## config.mk

```make
export PLATFORM = sky130hd
export DESIGN_NAME = sat_table_mem
export DESIGN_NICKNAME = d
export VERILOG_FILES = /design/src/design/sat_pkg.sv /design/src/design/sat_table_mem.sv
export SDC_FILE = /design/constraint.sdc
export NUM_CORES = 2
export LEC_CHECK = 0
export BUFFER_PORTS_ARGS = -buffer_cell sky130_fd_sc_hd__buf_2
export CORE_MARGIN = 2
export CORE_UTILIZATION = 40
export DETAILED_ROUTE_END_ITERATION = 8
export PLACE_DENSITY_LB_ADDON = 0.3
export SLEW_MARGIN = 10
export SYNTH_ARGS = -nofsm -noshare
export SYNTH_HDL_FRONTEND = slang
export SYNTH_MEMORY_MAX_BITS = 65536
export SYNTH_SLANG_ARGS = --single-unit
```

## constraint.sdc

```tcl
create_clock -name i_clk -period 5.39 [get_ports i_clk]
set_input_delay 0 -clock i_clk [delete_from_list [all_inputs] [get_ports i_clk]]
set_output_delay 0 -clock i_clk [all_outputs]
set_load 0.02 [all_outputs]
```

## src/design/sat_pkg.sv

```systemverilog
// Shared types and constants for the source address admission table.
// Used by the interfaces, the table memory, the scan controller and the top level.
// No dependencies.
package sat_pkg;

    // Field widths
    localparam int ADDR_W     = 32;
    localparam int TICK_W     = 32;
    localparam int MAX_W      = 8;
    localparam int CNT_OUT_W  = 7;
    localparam int CFG_DATA_W = 32;
    localparam int CFG_IDX_W  = 1;

    // Table geometry
    localparam int DEFAULT_TABLE_DEPTH = 64;

    // Saturation point of the reported count
    localparam logic [CNT_OUT_W-1:0] COUNT_MAX = 7'd127;

    // Reset values of the configuration registers
    localparam logic [TICK_W-1:0] HOLD_TICKS_RESET      = 32'd30000;
    localparam logic [MAX_W-1:0]  MAX_PER_ADDRESS_RESET = 8'd3;

    // Configuration register indexes
    localparam logic [CFG_IDX_W-1:0] CFG_HOLD_TICKS      = 1'b0;
    localparam logic [CFG_IDX_W-1:0] CFG_MAX_PER_ADDRESS = 1'b1;

    // Command codes
    localparam logic CMD_ADD    = 1'b0;
    localparam logic CMD_DELETE = 1'b1;

    // One table entry as stored in memory
    typedef struct packed {
        logic              valid;
        logic [ADDR_W-1:0] address;
        logic [TICK_W-1:0] expiry;
    } t_entry;

endpackage

```

## src/design/sat_table_mem.sv

```systemverilog
// Entry memory of the admission table: one write port, one registered read port.
// Depends on sat_pkg (t_entry).
module sat_table_mem import sat_pkg::*; #(
    parameter int DEPTH = DEFAULT_TABLE_DEPTH,
    parameter int IW    = (DEPTH > 1) ? $clog2(DEPTH) : 1
) (
    input  logic          i_clk,
    input  logic          i_rd_en,
    input  logic [IW-1:0] i_rd_idx,
    output t_entry        o_rd_data,
    input  logic          i_wr_en,
    input  logic [IW-1:0] i_wr_idx,
    input  t_entry        i_wr_data
);

    t_entry r_mem [DEPTH];
    t_entry r_rd_data;

    // Write the addressed entry
    always_ff @(posedge i_clk) begin
        if (i_wr_en) begin
            r_mem[i_wr_idx] <= i_wr_data;
        end
    end

    // Register the read data
    always_ff @(posedge i_clk) begin
        if (i_rd_en) begin
            r_rd_data <= r_mem[i_rd_idx];
        end
    end

    assign o_rd_data = r_rd_data;

endmodule

```

After elaboration in Yosys (flattened, before gate mapping)
Memory sizes are Yosys's and may differ from the RTL's. A register that Yosys moved wholly into a read port is not among the register bits. Index checks and enable logic that the tools add are counted. Widths: inputs -> output; s select.

Flip-flop bits (word level): 0. Memory bits (writable): 4160. Logic and storage cells: 3. Memories kept: 1.

Memory list: r_mem (words 64, width 65, rd ports 1, clocked after Yosys merged registers in 1, wr ports 1, RTL line sat_table_mem.sv:16) `t_entry r_mem [DEPTH];`.

Mux-type cells: 2.

Operator list (number): $mux 1 (2).

Depth between registers and ports, before layout
Depth after elaboration: 2. Gate-level depth with buffers: 9. Mapped depth without buffers: 4.

Least setup slack after synthesis
OpenSTA, ideal clock, no wires.

Path kind: input-to-reg. Start point: input port i_wr_idx[3]. End point: memory r_mem[48][0] in the netlist's numbering, enable pin. Library setup time: 568 ps. Arrival: 4939 ps. Setup slack: -116 ps. Cell stages on the path: 4. Cells stage by stage: clkbuf_1 nor2b_1 nand4b_1 nor3_1.

RTL lines: from (decl) (RTL line sat_table_mem.sv:12) `input logic [IW-1:0] i_wr_idx,`; to (decl) (RTL line sat_table_mem.sv:16).

No word-level cell before the write port.

Final worst setup path
Start point: input port i_wr_idx[1]. End point: memory r_mem[31][50] in the netlist's numbering, enable pin.

No word-level cell before the write port.

==> flow_metrics.py <==
metrics = {
    "status": {
        "outcome": "completed",
    },
    "synthesis": {
        "yosysTopAreaCellShare": 0.798,
        "yosysSeqAreaShare": 0.798,
        "synthAdderAreaFrac": 0,
        "synth_ff_type": "edfxtp_1",
        "synth_mux_area_frac": 0.154,
        "synth.area.top_cells": "edfxtp_1 (80%), mux4_2 (15%), a22oi_1 (1.2%)",
        "ys_ff_latch": 4225,
        "synthXorXnorAreaFrac": 0,
        "synth_top_cell_by_area": "edfxtp_1",
        "synthTopCellsByCount": "edfxtp_1 (4225), mux4_2 (1040), a22oi_1 (260), buf_2 (186), o22ai_1 (130)",
        "yosysMostFrequentCell": "edfxtp_1",
        "ys_types": 26,
        "synth-edff-count": 4225,
        "avgSynthCellArea_sq_um": 24.1,
        "synth_compound_area_frac": 0.0271,
        "syn_nets": 6686,
        "synth-simple-area-share": 0.00907,
        "synth-async-reset-ratio": 0,
        "syn_inst": 6606,
        "ys.warnings.count": 0,
        "synth_area_sq_um": 159000,
        "synth_top_family_by_area": "multiplexers",
    },
    "floorplanning": {
        "die-area_sq_um": 403000,
        "io-pin-count": 145,
        "die_h_microns": 634,
        "core-area_sq_um": 396000,
        "start_util": 0.402,
        "dieWidth_microns": 634,
        "rows": 231,
    },
    "clocking": {
        "max-clock-path-buffers": 4,
        "ctsResizeCount": 0,
        "cts_tree": "built",
        "htreeDepth": 5,
        "clk_pin_slew_ns": 0.06,
        "cts-root-buf": "clkbuf_16",
        "clock_latency_ns": 0.96,
        "cts_buffers": 430,
        "cts.sinks": 4225,
    },
    "drt": {
        "viasPerCell": 6.07,
        "drc": 0,
        "drtAntennaViolNets": 0,
        "drtIter0Drc": 9795,
        "num_vias": 77500,
        "avgRoutedWirePerCell_microns": 35.8,
        "first_pass_iters": 5,
        "wirelength_microns": 457000,
    },
    "worst_hold_path": {
        "hp-class": "in -> reg",
    },
    "setup_path": {
        "cp-end-kind": "flip-flop",
        "required_ns": 6.00,
        "critPathMaxFanout": 21,
        "cp.arrival_ns": 3.43,
        "worst-setup-path-type": "in -> reg",
        "start_kind": "input port",
    },
    "sta": {
        "setup_slack_ns": 2.57,
        "finalSetupViolations": 0,
        "max_freq_ghz": 0.355,
        "fin_setup_tns_ns": 0,
        "rsz0062_at_grt": "false",
        "worst_slew_pin_slew_ns": 1.28,
        "drv_slew": 0,
        "period_minus_slack_ns": 2.82,
        "finalHoldWorstSlack_ns": 0.0334,
        "period_share": 0.523,
        "skew_ns": 0.0422,
        "slew_headroom": 0.147,
        "hold_viol": 0,
    },
    "global_route": {
        "grt_max_degree": 102,
        "grt_pass1_vias": 77600,
        "antenna_found_initial": 28,
        "gr-total-overflow": 0,
        "grt_usage": 0.225,
        "grt_pass1_wl_microns": 630000,
    },
    "power": {
        "p_per_area_nw_per_um2": 378,
        "ir_worst_vdd_mv": 0.324,
        "p_leak_nw": 56.1,
        "finalPower_mw": 68.9,
    },
    "placement": {
        "dpl-instance-area_sq_um": 168000,
        "dpl.hpwl_microns": 253000,
        "numPortBuffers": 144,
        "gp_congestion": 0.797,
        "dp_slack_ns": 2.04,
    },
    "cells_and_area": {
        "fin_area_sq_um": 182000,
        "syn2layout_area_growth_pct": 14.5,
        "multi_input_area_sq_um": 30800,
        "drive_above_1_share": 0.282,
        "fill_cells": 32200,
        "nNetsFinal": 7211,
        "seq_area_sq_um": 127000,
    },
    "flow_run": {
        "drv_cap": 0,
    },
}
==> where the power goes <==
part           internal [mW]  total, mW  switching, mW
logic                   1.15       3.25           2.10
clock network           16.5       29.0           12.5
registers               36.5       36.6          0.162
==> timing repair <==
action,CTS,global route
hold buffers,70,0
buffers inserted,0,0
endpoints found under the hold margin,4362,0
==> area by class of cell <==
type | instances | share of cell area
flip-flops and latches | 4225 | 0.697
multi-input cells | 2004 | 0.169
clock buffers | 531 | 0.0615
well taps | 5242 | 0.0360
repair buffers | 470 | 0.0228
clock inverters | 263 | 0.0132
diodes | 35 | 0.000481
==> layout by cell type (no fill, tap or decap), types with 3 or more instances in the layout <==
master and n:
a211oi_1 65, a22oi_1 260, buf_12 60, buf_2 129, buf_4 208, bufinv_16 36, clkbuf_1 98, clkbuf_16 433
clkinv_1 112, clkinv_16 3, clkinv_2 72, clkinv_4 9, clkinv_8 8, clkinvlp_4 9, diode_2 35, dlygate4sd3_1 70
edfxtp_1 4225, inv_16 5, inv_6 9, mux2i_1 103, mux4_2 1040, nand2_1 6, nand2b_1 5, nand2b_2 4
nand3_1 114, nand3b_1 25, nor2_1 48, nor2_4 64, nor2b_1 4, nor2b_4 5, o211a_1 65, o221ai_1 46
o22ai_1 130, or3_1 3, or3b_2 4
==> routing by layer <==
metal  wire (microns)  track usage  up-vias
met5               39            0        -
met4            15000       0.0730        6
met3            35500       0.0309      679
met2           225000        0.371     3932
met1           182000        0.310    42900
li1                 -            -    30000
==> metrics by stage <==
step	instances	util
global placement	11900	0.423
global route	12800	0.460
detailed placement	11900	0.423
finish	12800	0.460
CTS	12700	0.460
floorplan	6606	-
==> logic make-up after synthesis <==
kind of cell           Yosys count
AOI/OAI and AO/OA              566
muxes                         1143
buffers and inverters          377
and+or+nand+nor                295
DFF                           4225
==> sequential cells by signal, summed over array words and instances, names as in the netlist <==
register and flops:
r_mem 4160, o_rd_data 65
==> worst max-delay path: stages <==
cell           delay, ns
dlygate4sd3_1       0.53
buf_2               0.37
nand4_1             0.77
nor2_4              1.22
buf_4               0.49
==> worst paths after layout <==
kind / from / end / cells past startpoint / slack, ns
min reg2reg: r_mem[46][7]$_DFFE_PP_ / o_rd_data[7]$_DFFE_PP_ / 4 / 0.90
max: i_wr_idx[1] / r_mem[31][50]$_DFFE_PP_ / 5 / 2.57
min: i_wr_data[55] / r_mem[7][55]$_DFFE_PP_ / 2 / 0.03
max reg2reg: r_mem[31][39]$_DFFE_PP_ / o_rd_data[39]$_DFFE_PP_ / 4 / 3.28
(Power assumes the default switching activity.)
